$ cat config.mk
export PLATFORM = sky130hd
export DESIGN_NAME = tga_rle_pixel_decoder_flat
export DESIGN_NICKNAME = d
export VERILOG_FILES = /design/src/tgad_pkg.sv /design/src/tgad_if.sv /design/src/tga_rle_pixel_decoder.sv /design/src/flat_wrapper.sv
export SDC_FILE = /design/constraint.sdc
export NUM_CORES = 2
export LEC_CHECK = 0
export BUFFER_PORTS_ARGS = -buffer_cell sky130_fd_sc_hd__buf_4
export CELL_PAD_IN_SITES_DETAIL_PLACEMENT = 1
export CELL_PAD_IN_SITES_GLOBAL_PLACEMENT = 1
export CORE_ASPECT_RATIO = 2
export CORE_MARGIN = 2
export CORE_UTILIZATION = 49
export CTS_CLUSTER_DIAMETER = 80
export DETAILED_ROUTE_END_ITERATION = 8
export GPL_ROUTABILITY_DRIVEN = 0
export PLACE_DENSITY = 0.91
export SLEW_MARGIN = 10
export SYNTH_ARGS = -nofsm -noshare
export SYNTH_HDL_FRONTEND = slang
export SYNTH_SLANG_ARGS = --single-unit
$ cat constraint.sdc
create_clock -name clk -period 15.36 [get_ports clk]
set_clock_uncertainty 0.1 [all_clocks]
set_input_delay 3.072 -clock clk [delete_from_list [all_inputs] [get_ports clk]]
set_output_delay 3.072 -clock clk [all_outputs]
set_load 0.005 [all_outputs]
$ cat src/tgad_pkg.sv
// shared types and constants for the tga true-color rle pixel decoder
// no dependencies; used by the decoder top level and the testbench
`default_nettype none

package tgad_pkg;

  // parser phase
  typedef enum logic [2:0] {
    PH_IDLE   = 3'd0,
    PH_HEADER = 3'd1,
    PH_IDSKIP = 3'd2,
    PH_PACKET = 3'd3,
    PH_PIXELS = 3'd4,
    PH_DONE   = 3'd5
  } phase_t;

  // result status codes
  typedef enum logic [2:0] {
    ST_OK        = 3'd0,
    ST_COLOR_MAP = 3'd1,
    ST_ZERO_SIZE = 3'd2,
    ST_BAD_DEPTH = 3'd3,
    ST_BAD_TYPE  = 3'd4,
    ST_TRUNCATED = 3'd5
  } status_t;

  // header byte positions
  localparam logic [4:0] HB_IDLEN    = 5'd0;
  localparam logic [4:0] HB_CMAP     = 5'd1;
  localparam logic [4:0] HB_TYPE     = 5'd2;
  localparam logic [4:0] HB_WIDTH_LO = 5'd12;
  localparam logic [4:0] HB_WIDTH_HI = 5'd13;
  localparam logic [4:0] HB_HEIGHT_LO = 5'd14;
  localparam logic [4:0] HB_HEIGHT_HI = 5'd15;
  localparam logic [4:0] HB_DEPTH    = 5'd16;
  localparam logic [4:0] HB_DESC     = 5'd17;

  // image type and depth codes
  localparam logic [7:0] TYPE_RAW  = 8'd2;
  localparam logic [7:0] TYPE_RLE  = 8'd10;
  localparam logic [7:0] DEPTH_24  = 8'd24;
  localparam logic [7:0] DEPTH_32  = 8'd32;

  // descriptor bit for row order, packet header fields
  localparam int unsigned DESC_TOP_BIT  = 5;
  localparam logic [7:0]  PKT_COUNT_MASK = 8'h7F;
  localparam int unsigned PKT_REPEAT_BIT = 7;
  localparam logic [7:0]  ALPHA_OPAQUE  = 8'd255;
  localparam int unsigned RUN_MAX       = 128;

  // parsed header
  typedef struct packed {
    logic [7:0]  idlen;
    logic        cmap;
    logic        top;
    logic [7:0]  img_type;
    logic [15:0] width;
    logic [15:0] height;
    logic [7:0]  depth;
  } hdr_t;

  // one result beat
  typedef struct packed {
    logic [7:0]  blue;
    logic [7:0]  green;
    logic [7:0]  red;
    logic [7:0]  alpha;
    logic [31:0] first_index;
    logic [7:0]  run_length;
    logic        top_down;
    logic [15:0] image_width;
    logic [15:0] image_height;
    logic        image_done;
    status_t     status;
  } result_t;

endpackage

`default_nettype wire

$ cat src/tgad_if.sv
// valid/ready channel interfaces for the tga decoder: byte input and run output
// depends on nothing; field widths follow the decoder's item layout
`default_nettype none

interface tgad_in_if;
  logic       valid;
  logic       ready;
  logic [7:0] data_byte;
  logic       file_start;
  logic       file_end;

  modport source (output valid, data_byte, file_start, file_end, input ready);
  modport sink   (input valid, data_byte, file_start, file_end, output ready);
endinterface

interface tgad_out_if;
  logic        valid;
  logic        ready;
  logic [7:0]  blue;
  logic [7:0]  green;
  logic [7:0]  red;
  logic [7:0]  alpha;
  logic [31:0] first_index;
  logic [7:0]  run_length;
  logic        top_down;
  logic [15:0] image_width;
  logic [15:0] image_height;
  logic        image_done;
  logic [2:0]  status;

  modport source (output valid, blue, green, red, alpha, first_index, run_length,
                  top_down, image_width, image_height, image_done, status,
                  input ready);
  modport sink   (input valid, blue, green, red, alpha, first_index, run_length,
                  top_down, image_width, image_height, image_done, status,
                  output ready);
endinterface

`default_nettype wire

$ cat src/tga_rle_pixel_decoder.sv
// a result is written to the output register when the byte that causes it is accepted
// throughput: one file byte per cycle; the input is stalled only while a result waits
// unread and the output register cannot be freed in the same cycle
// the parser state updates directly from each accepted byte; the 16x16 product for the
// pixel count is registered at the last header byte
// reset (rst, synchronous): parser idle until a byte with file_start, output empty
`default_nettype none

module tga_rle_pixel_decoder (
  input  wire         clk,
  input  wire         rst,
  tgad_in_if.sink     byte_in,
  tgad_out_if.source  pix_out
);

  // parser state
  tgad_pkg::phase_t  phase, phase_next;
  logic [4:0]        hcount, hcount_next;
  tgad_pkg::hdr_t    hdr, hdr_next;
  logic [7:0]        idskip, idskip_next;
  logic [31:0]       pixels_done, pixels_done_next;
  logic [31:0]       total, total_next;
  logic [7:0]        pkt_left, pkt_left_next;
  logic              pkt_repeat, pkt_repeat_next;
  logic [1:0]        pbcount, pbcount_next;
  logic [23:0]       pbytes, pbytes_next;

  // output register
  logic                 out_valid;
  tgad_pkg::result_t    out_reg;

  // view of the state after a file start
  tgad_pkg::phase_t  c_phase;
  logic [4:0]        c_hcount;
  tgad_pkg::hdr_t    c_hdr;
  logic [7:0]        c_idskip;
  logic [31:0]       c_done;
  logic [31:0]       c_total;
  logic [7:0]        c_pkt_left;
  logic              c_pkt_repeat;
  logic [1:0]        c_pbcount;
  logic [23:0]       c_pbytes;

  logic              in_fire;
  logic [7:0]        b;
  logic              res_valid;
  logic              no_trunc;
  tgad_pkg::result_t res;
  logic [7:0]        px_b, px_g, px_r, px_a;
  logic [31:0]       left;
  logic [7:0]        run;
  logic              is_rle;
  logic              last_byte;
  tgad_pkg::status_t hdr_status;

  assign in_fire      = byte_in.valid && byte_in.ready;
  assign byte_in.ready = !out_valid || pix_out.ready;
  assign b            = byte_in.data_byte;

  // restart view: a file start clears everything and begins the header
  always_comb begin
    if (byte_in.file_start) begin
      c_phase      = tgad_pkg::PH_HEADER;
      c_hcount     = '0;
      c_hdr        = '0;
      c_idskip     = '0;
      c_done       = '0;
      c_total      = '0;
      c_pkt_left   = '0;
      c_pkt_repeat = 1'b0;
      c_pbcount    = '0;
      c_pbytes     = '0;
    end else begin
      c_phase      = phase;
      c_hcount     = hcount;
      c_hdr        = hdr;
      c_idskip     = idskip;
      c_done       = pixels_done;
      c_total      = total;
      c_pkt_left   = pkt_left;
      c_pkt_repeat = pkt_repeat;
      c_pbcount    = pbcount;
      c_pbytes     = pbytes;
    end
  end

  // byte processing
  always_comb begin
    phase_next       = c_phase;
    hcount_next      = c_hcount;
    hdr_next         = c_hdr;
    idskip_next      = c_idskip;
    pixels_done_next = c_done;
    total_next       = c_total;
    pkt_left_next    = c_pkt_left;
    pkt_repeat_next  = c_pkt_repeat;
    pbcount_next     = c_pbcount;
    pbytes_next      = c_pbytes;
    res_valid        = 1'b0;
    no_trunc         = 1'b0;
    hdr_status       = tgad_pkg::ST_OK;
    is_rle           = (c_hdr.img_type == tgad_pkg::TYPE_RLE);
    last_byte        = (c_pbcount == ((c_hdr.depth == tgad_pkg::DEPTH_32) ? 2'd3 : 2'd2));
    left             = c_total - c_done;
    run              = 8'd1;
    px_b             = '0;
    px_g             = '0;
    px_r             = '0;
    px_a             = '0;
    res              = '0;

    case (c_phase)
      tgad_pkg::PH_HEADER: begin
        // capture header fields by byte position
        case (c_hcount)
          tgad_pkg::HB_IDLEN:     hdr_next.idlen         = b;
          tgad_pkg::HB_CMAP:      hdr_next.cmap          = (b != 8'd0);
          tgad_pkg::HB_TYPE:      hdr_next.img_type      = b;
          tgad_pkg::HB_WIDTH_LO:  hdr_next.width[7:0]    = b;
          tgad_pkg::HB_WIDTH_HI:  hdr_next.width[15:8]   = b;
          tgad_pkg::HB_HEIGHT_LO: hdr_next.height[7:0]   = b;
          tgad_pkg::HB_HEIGHT_HI: hdr_next.height[15:8]  = b;
          tgad_pkg::HB_DEPTH:     hdr_next.depth         = b;
          tgad_pkg::HB_DESC:      hdr_next.top           = b[tgad_pkg::DESC_TOP_BIT];
          default:                hdr_next.idlen         = c_hdr.idlen;
        endcase
        hcount_next = c_hcount + 5'd1;
        if (c_hcount == tgad_pkg::HB_DESC) begin
          // header checks in priority order
          if (hdr_next.cmap) begin
            hdr_status = tgad_pkg::ST_COLOR_MAP;
          end else if (hdr_next.width == 16'd0 || hdr_next.height == 16'd0) begin
            hdr_status = tgad_pkg::ST_ZERO_SIZE;
          end else if (hdr_next.depth != tgad_pkg::DEPTH_24 &&
                       hdr_next.depth != tgad_pkg::DEPTH_32) begin
            hdr_status = tgad_pkg::ST_BAD_DEPTH;
          end else if (hdr_next.img_type != tgad_pkg::TYPE_RAW &&
                       hdr_next.img_type != tgad_pkg::TYPE_RLE) begin
            hdr_status = tgad_pkg::ST_BAD_TYPE;
          end
          if (hdr_status != tgad_pkg::ST_OK) begin
            res_valid  = 1'b1;
            no_trunc   = 1'b1;
            phase_next = tgad_pkg::PH_DONE;
          end else begin
            total_next       = {16'd0, hdr_next.width} * {16'd0, hdr_next.height};
            pixels_done_next = '0;
            pbcount_next     = '0;
            pbytes_next      = '0;
            pkt_repeat_next  = 1'b0;
            pkt_left_next    = '0;
            if (hdr_next.idlen != 8'd0) begin
              idskip_next = hdr_next.idlen;
              phase_next  = tgad_pkg::PH_IDSKIP;
            end else if (hdr_next.img_type == tgad_pkg::TYPE_RLE) begin
              phase_next = tgad_pkg::PH_PACKET;
            end else begin
              phase_next = tgad_pkg::PH_PIXELS;
            end
          end
        end
      end

      tgad_pkg::PH_IDSKIP: begin
        // drop id field bytes
        idskip_next = c_idskip - 8'd1;
        if (idskip_next == 8'd0) begin
          pbcount_next    = '0;
          pbytes_next     = '0;
          pkt_repeat_next = 1'b0;
          pkt_left_next   = '0;
          phase_next      = is_rle ? tgad_pkg::PH_PACKET : tgad_pkg::PH_PIXELS;
        end
      end

      tgad_pkg::PH_PACKET: begin
        // rle packet header
        pkt_left_next   = (b & tgad_pkg::PKT_COUNT_MASK) + 8'd1;
        pkt_repeat_next = b[tgad_pkg::PKT_REPEAT_BIT];
        pbcount_next    = '0;
        pbytes_next     = '0;
        phase_next      = tgad_pkg::PH_PIXELS;
      end

      tgad_pkg::PH_PIXELS: begin
        if (!last_byte) begin
          // gather pixel bytes
          case (c_pbcount)
            2'd0:    pbytes_next[7:0]   = b;
            2'd1:    pbytes_next[15:8]  = b;
            2'd2:    pbytes_next[23:16] = b;
            default: pbytes_next        = c_pbytes;
          endcase
          pbcount_next = c_pbcount + 2'd1;
        end else begin
          pbcount_next = '0;
          pbytes_next  = '0;
          px_b = c_pbytes[7:0];
          px_g = c_pbytes[15:8];
          if (c_hdr.depth == tgad_pkg::DEPTH_32) begin
            px_r = c_pbytes[23:16];
            px_a = b;
          end else begin
            px_r = b;
            px_a = tgad_pkg::ALPHA_OPAQUE;
          end
          // run length, clipped at end of image for repeat packets
          if (is_rle && c_pkt_repeat) begin
            run           = ({24'd0, c_pkt_left} < left) ? c_pkt_left : left[7:0];
            pkt_left_next = '0;
          end else begin
            run = 8'd1;
            if (is_rle) begin
              pkt_left_next = c_pkt_left - 8'd1;
            end
          end
          pixels_done_next = c_done + {24'd0, run};
          res_valid        = 1'b1;
          res.blue         = px_b;
          res.green        = px_g;
          res.red          = px_r;
          res.alpha        = px_a;
          res.first_index  = c_done;
          res.run_length   = run;
          if (pixels_done_next >= c_total) begin
            res.image_done = 1'b1;
            no_trunc       = 1'b1;
            phase_next     = tgad_pkg::PH_DONE;
          end else if (is_rle && pkt_left_next == 8'd0) begin
            phase_next = tgad_pkg::PH_PACKET;
          end
        end
      end

      default: begin
        // idle or finished: bytes are ignored
        no_trunc = 1'b1;
      end
    endcase

    // header-derived fields and status
    res.top_down     = hdr_next.top;
    res.image_width  = hdr_next.width;
    res.image_height = hdr_next.height;
    res.status       = hdr_status;
    if (hdr_status != tgad_pkg::ST_OK) begin
      res.image_done = 1'b1;
    end

    // truncation at file end
    if (byte_in.file_end && !no_trunc) begin
      phase_next     = tgad_pkg::PH_DONE;
      res_valid      = 1'b1;
      res.image_done = 1'b1;
      res.status     = tgad_pkg::ST_TRUNCATED;
    end
  end

  // parser state registers
  always_ff @(posedge clk) begin
    if (rst) begin
      phase       <= tgad_pkg::PH_IDLE;
      hcount      <= '0;
      hdr         <= '0;
      idskip      <= '0;
      pixels_done <= '0;
      total       <= '0;
      pkt_left    <= '0;
      pkt_repeat  <= 1'b0;
      pbcount     <= '0;
      pbytes      <= '0;
    end else if (in_fire) begin
      phase       <= phase_next;
      hcount      <= hcount_next;
      hdr         <= hdr_next;
      idskip      <= idskip_next;
      pixels_done <= pixels_done_next;
      total       <= total_next;
      pkt_left    <= pkt_left_next;
      pkt_repeat  <= pkt_repeat_next;
      pbcount     <= pbcount_next;
      pbytes      <= pbytes_next;
    end
  end

  // output register
  always_ff @(posedge clk) begin
    if (rst) begin
      out_valid <= 1'b0;
    end else if (in_fire && res_valid) begin
      out_valid <= 1'b1;
    end else if (pix_out.ready) begin
      out_valid <= 1'b0;
    end
  end

  always_ff @(posedge clk) begin
    if (in_fire && res_valid) begin
      out_reg <= res;
    end
  end

  assign pix_out.valid        = out_valid;
  assign pix_out.blue         = out_reg.blue;
  assign pix_out.green        = out_reg.green;
  assign pix_out.red          = out_reg.red;
  assign pix_out.alpha        = out_reg.alpha;
  assign pix_out.first_index  = out_reg.first_index;
  assign pix_out.run_length   = out_reg.run_length;
  assign pix_out.top_down     = out_reg.top_down;
  assign pix_out.image_width  = out_reg.image_width;
  assign pix_out.image_height = out_reg.image_height;
  assign pix_out.image_done   = out_reg.image_done;
  assign pix_out.status       = out_reg.status;

  // pixel count never reaches the total while pixel data is still expected
  a_done_below_total: assert property (@(posedge clk) disable iff (rst)
    (phase == tgad_pkg::PH_PIXELS || phase == tgad_pkg::PH_PACKET) |->
      (pixels_done < total))
    else $error("pixel count reached total while decoding");

  // a status-only beat always ends the image
  a_empty_run_ends: assert property (@(posedge clk) disable iff (rst)
    (pix_out.valid && pix_out.run_length == 8'd0) |-> pix_out.image_done)
    else $error("empty run without image end");

  // any error status ends the image
  a_error_ends: assert property (@(posedge clk) disable iff (rst)
    (pix_out.valid && pix_out.status != tgad_pkg::ST_OK) |-> pix_out.image_done)
    else $error("error status without image end");

  // runs stay within one rle packet
  a_run_bound: assert property (@(posedge clk) disable iff (rst)
    pix_out.valid |-> (pix_out.run_length <= 8'(tgad_pkg::RUN_MAX)))
    else $error("run longer than one packet");

endmodule

`default_nettype wire

$ cat src/flat_wrapper.sv
// flat-port wrapper written by rule: the top's interface ports become plain ports
module tga_rle_pixel_decoder_flat 
  (clk, rst, byte_in_valid, byte_in_data_byte, byte_in_file_start, byte_in_file_end, byte_in_ready, pix_out_valid, pix_out_blue, pix_out_green, pix_out_red, pix_out_alpha, pix_out_first_index, pix_out_run_length, pix_out_top_down, pix_out_image_width, pix_out_image_height, pix_out_image_done, pix_out_status, pix_out_ready);
  tgad_in_if byte_in_i ();
  tgad_out_if pix_out_i ();
  input  wire clk;
  input  wire rst;
  input wire logic [$bits(byte_in_i.valid)-1:0] byte_in_valid;
  input wire logic [$bits(byte_in_i.data_byte)-1:0] byte_in_data_byte;
  input wire logic [$bits(byte_in_i.file_start)-1:0] byte_in_file_start;
  input wire logic [$bits(byte_in_i.file_end)-1:0] byte_in_file_end;
  output wire logic [$bits(byte_in_i.ready)-1:0] byte_in_ready;
  output wire logic [$bits(pix_out_i.valid)-1:0] pix_out_valid;
  output wire logic [$bits(pix_out_i.blue)-1:0] pix_out_blue;
  output wire logic [$bits(pix_out_i.green)-1:0] pix_out_green;
  output wire logic [$bits(pix_out_i.red)-1:0] pix_out_red;
  output wire logic [$bits(pix_out_i.alpha)-1:0] pix_out_alpha;
  output wire logic [$bits(pix_out_i.first_index)-1:0] pix_out_first_index;
  output wire logic [$bits(pix_out_i.run_length)-1:0] pix_out_run_length;
  output wire logic [$bits(pix_out_i.top_down)-1:0] pix_out_top_down;
  output wire logic [$bits(pix_out_i.image_width)-1:0] pix_out_image_width;
  output wire logic [$bits(pix_out_i.image_height)-1:0] pix_out_image_height;
  output wire logic [$bits(pix_out_i.image_done)-1:0] pix_out_image_done;
  output wire logic [$bits(pix_out_i.status)-1:0] pix_out_status;
  input wire logic [$bits(pix_out_i.ready)-1:0] pix_out_ready;
  assign byte_in_i.valid = byte_in_valid;
  assign byte_in_i.data_byte = byte_in_data_byte;
  assign byte_in_i.file_start = byte_in_file_start;
  assign byte_in_i.file_end = byte_in_file_end;
  assign byte_in_ready = byte_in_i.ready;
  assign pix_out_valid = pix_out_i.valid;
  assign pix_out_blue = pix_out_i.blue;
  assign pix_out_green = pix_out_i.green;
  assign pix_out_red = pix_out_i.red;
  assign pix_out_alpha = pix_out_i.alpha;
  assign pix_out_first_index = pix_out_i.first_index;
  assign pix_out_run_length = pix_out_i.run_length;
  assign pix_out_top_down = pix_out_i.top_down;
  assign pix_out_image_width = pix_out_i.image_width;
  assign pix_out_image_height = pix_out_i.image_height;
  assign pix_out_image_done = pix_out_i.image_done;
  assign pix_out_status = pix_out_i.status;
  assign pix_out_i.ready = pix_out_ready;
  tga_rle_pixel_decoder u_core (.clk(clk), .rst(rst), .byte_in(byte_in_i), .pix_out(pix_out_i));
endmodule
==> qor.yml <==
synth-seq-cells: 283
synth_top_cells_by_area: "fa_1 (15%), dfxtp_1 (13%), edfxtp_1 (13%)"
grt_pass1_wl_um: 156000
rows: 119
layout-drive-gt1-share: 0.0926
r2r_start: "u_core.pixels_done[1]"
max_freq_mhz: 74.7
worst_setup_path_end_kind: "register"
crit_top_cell: "a21oi_1"
grt_pass1_vias: 27800
h-tree-depth: 1
synth_edf_count: 109
slowest_stage: "o311ai_0"
yosysMostFrequentCell: "nand2_1"
firstDrtPassIters: 5
wl_per_cell_um: 26.9
fin_nets: 3513
synth_flop_cell: "dfxtp_1"
netlist_area_sq_um: 26000
synth_cell_types: 104
post_cts_resized: 0
synth_nets: 3485
hp-start: "u_core.hdr[39]"
numCtsBuffers: 28
tns_ns: 0
area_growth_pct: 9.27
ys_warn_count: 0
dieArea_sq_um: 55000
slew_headroom: 0.125
hold_path_class: "register to register"
start_kind: "input pin"
overflow: 0
die_h_um: 330
drt_wl_total_um: 102000
clock_sinks: 283
dpl.cell_count: 3754
min_period_over_period: 0.871
worst-setup-path-type: "input pin to register"
stdcell_area_sq_um: 28400
r2r_cells: 36
period_needed_ns: 13.38
ios: 125
tightest_slew_ns: 1.30
start_util: 0.495
hold_end: "u_core.hdr[39]"
cp_max_fo: 47
final_util: 0.540
grt_setup_unrepaired: "false"
post_cts_buffers: 0
cts.reportedPaths.clkPinSlew_ns: 0.07
final_cells: 3807
ctsHoldBuffers: 0
grt_usage: 0.364
clockBufferDepth: 3
core_sq_um: 52600
portBuffers: 124
rrSetupSlack_ns: 4.94
clock_latency_ns: 0.63
finalSetupViolCount: 0
slew_viol_final: 0
cp_top_family: "compound AO/OA/AOI/OAI gates"
hold_viol: 0
yosysTopAreaCell: "fa_1"
arrival_ns: 13.64
die_w_um: 167
power.leakage_uw: 0.0122
dr_total_vias: 24900
grt_antenna_before_repair: 0
clk_root_buffer_cell: "clkbuf_16"
seq_area_frac_synth: 0.260
max_stage_delay_ns: 0.99
drc: 0
cap_violations: 0
cts_tree: "done"
grt_max_degree: 85
p_per_area_nw_per_um2: 66.2
worstReg2RegEnd: "u_core.pix_out.image_done"
synth_area_per_cell_sq_um: 8.41
crit_required_ns: 15.62
synth_commonest_cells: "nand2_1 (407), nor2_1 (370), inv_1 (294), a21oi_1 (201), fa_1 (196)"
via_per_inst: 6.54
outcome: "completed"
async_flop_share: 0
postPlaceCellArea_sq_um: 27400
holdPathStages: 2
hpwl_um: 76900
crit_buf_inv: 2
drtIter0Drc: 1981
antenna_left: 0
netlist.area_leader.share: 0.151
irDropWorstVdd_mv: 0.104
synth_cells: 3091
## registers in the layout, summed over array words and instances (netlist names), 16 cells and up
name / cells
u_core.total: 32
u_core.hdr: 58
u_core.pbytes: 24
u_core.pix_out.first_index: 32
u_core.pixels_done: 32
u_core.pix_out.image_width: 16
u_core.pix_out.image_height: 16
## worst min-delay path, cell delays in order (launching register included)
cell and delay, ns:
dfxtp_1 0.32, nand2_1 0.06, a21oi_1 0.05
## kinds of logic after synthesis
family	Yosys count	synth area share
xor+xnor	95	0.0328
simple gates	1173	0.210
mux	49	0.0197
compound gates	649	0.168
fa+ha+maj	380	0.240
flops	283	0.260
buf+inv	462	0.0695
## placed cells by master, fill, tap and decap left out, types with 41 or more instances in the layout
master / count
nor3_1: 50
edfxtp_1: 109
nand3_1: 42
nand2_1: 404
ha_1: 184
a21oi_1: 201
inv_1: 293
and3_1: 41
a21o_1: 43
nor2_1: 369
dfxtp_1: 174
xnor2_1: 58
nor2b_1: 75
o21ai_0: 87
fa_1: 196
buf_4: 163
a22oi_1: 56
## worst max-delay path by stage
stage | start | end | slack, ns | depth (start not counted)
floorplan | byte_in_file_start | u_core.total[25] | 2.70 | 42
global placement | byte_in_file_start | u_core.pix_out.image_done | 2.21 | 36
detailed placement | byte_in_file_start | u_core.pix_out.image_done | 1.65 | 38
CTS | byte_in_file_start | u_core.pix_out.image_done | 2.25 | 38
global route | byte_in_file_start | u_core.pix_out.image_done | 1.44 | 33
finish | byte_in_file_start | u_core.pix_out.image_done | 1.98 | 33
## layout make-up
type	instances	area [sq um]
fillers	6235	24200
multi-input cells	2346	17400
flip-flops and latches	283	6760
repair buffers	163	1220
inverters	297	1120
clock buffers	38	852
well taps	665	832
clock inverters	14	173
diodes	1	2.50
## layer usage
layer | part of all wire | wire length [um] | vias up | global-route usage
li1 | - | - | 10600 | -
met1 | 0.32 | 32800 | 12300 | 0.346
met2 | 0.52 | 53500 | 1305 | 0.676
met3 | 0.053 | 5440 | 635 | 0.0491
met4 | 0.10 | 10600 | 0 | 0.329
met5 | 0 | 0 | - | 0
## report_power, final
part / switching [uW] / internal (uW)
sequential: 15.3 / 808
clock: 344 / 428
combinational: 198 / 86.4
## through the flow
stage | hold WS [ns] | total power [uW] | setup slack [ns]
6_report | 0.378 | 1880 | 1.98
5_1_grt | 0.395 | 1920 | 1.44
4_1_cts | 0.377 | 1870 | 2.25
3_5_place_dp | 0.353 | 1110 | 1.65
3_3_place_gp | 0.345 | 1100 | 2.21
2_1_floorplan | 0.332 | 1000 | 2.70
(Power assumes the default switching activity.)
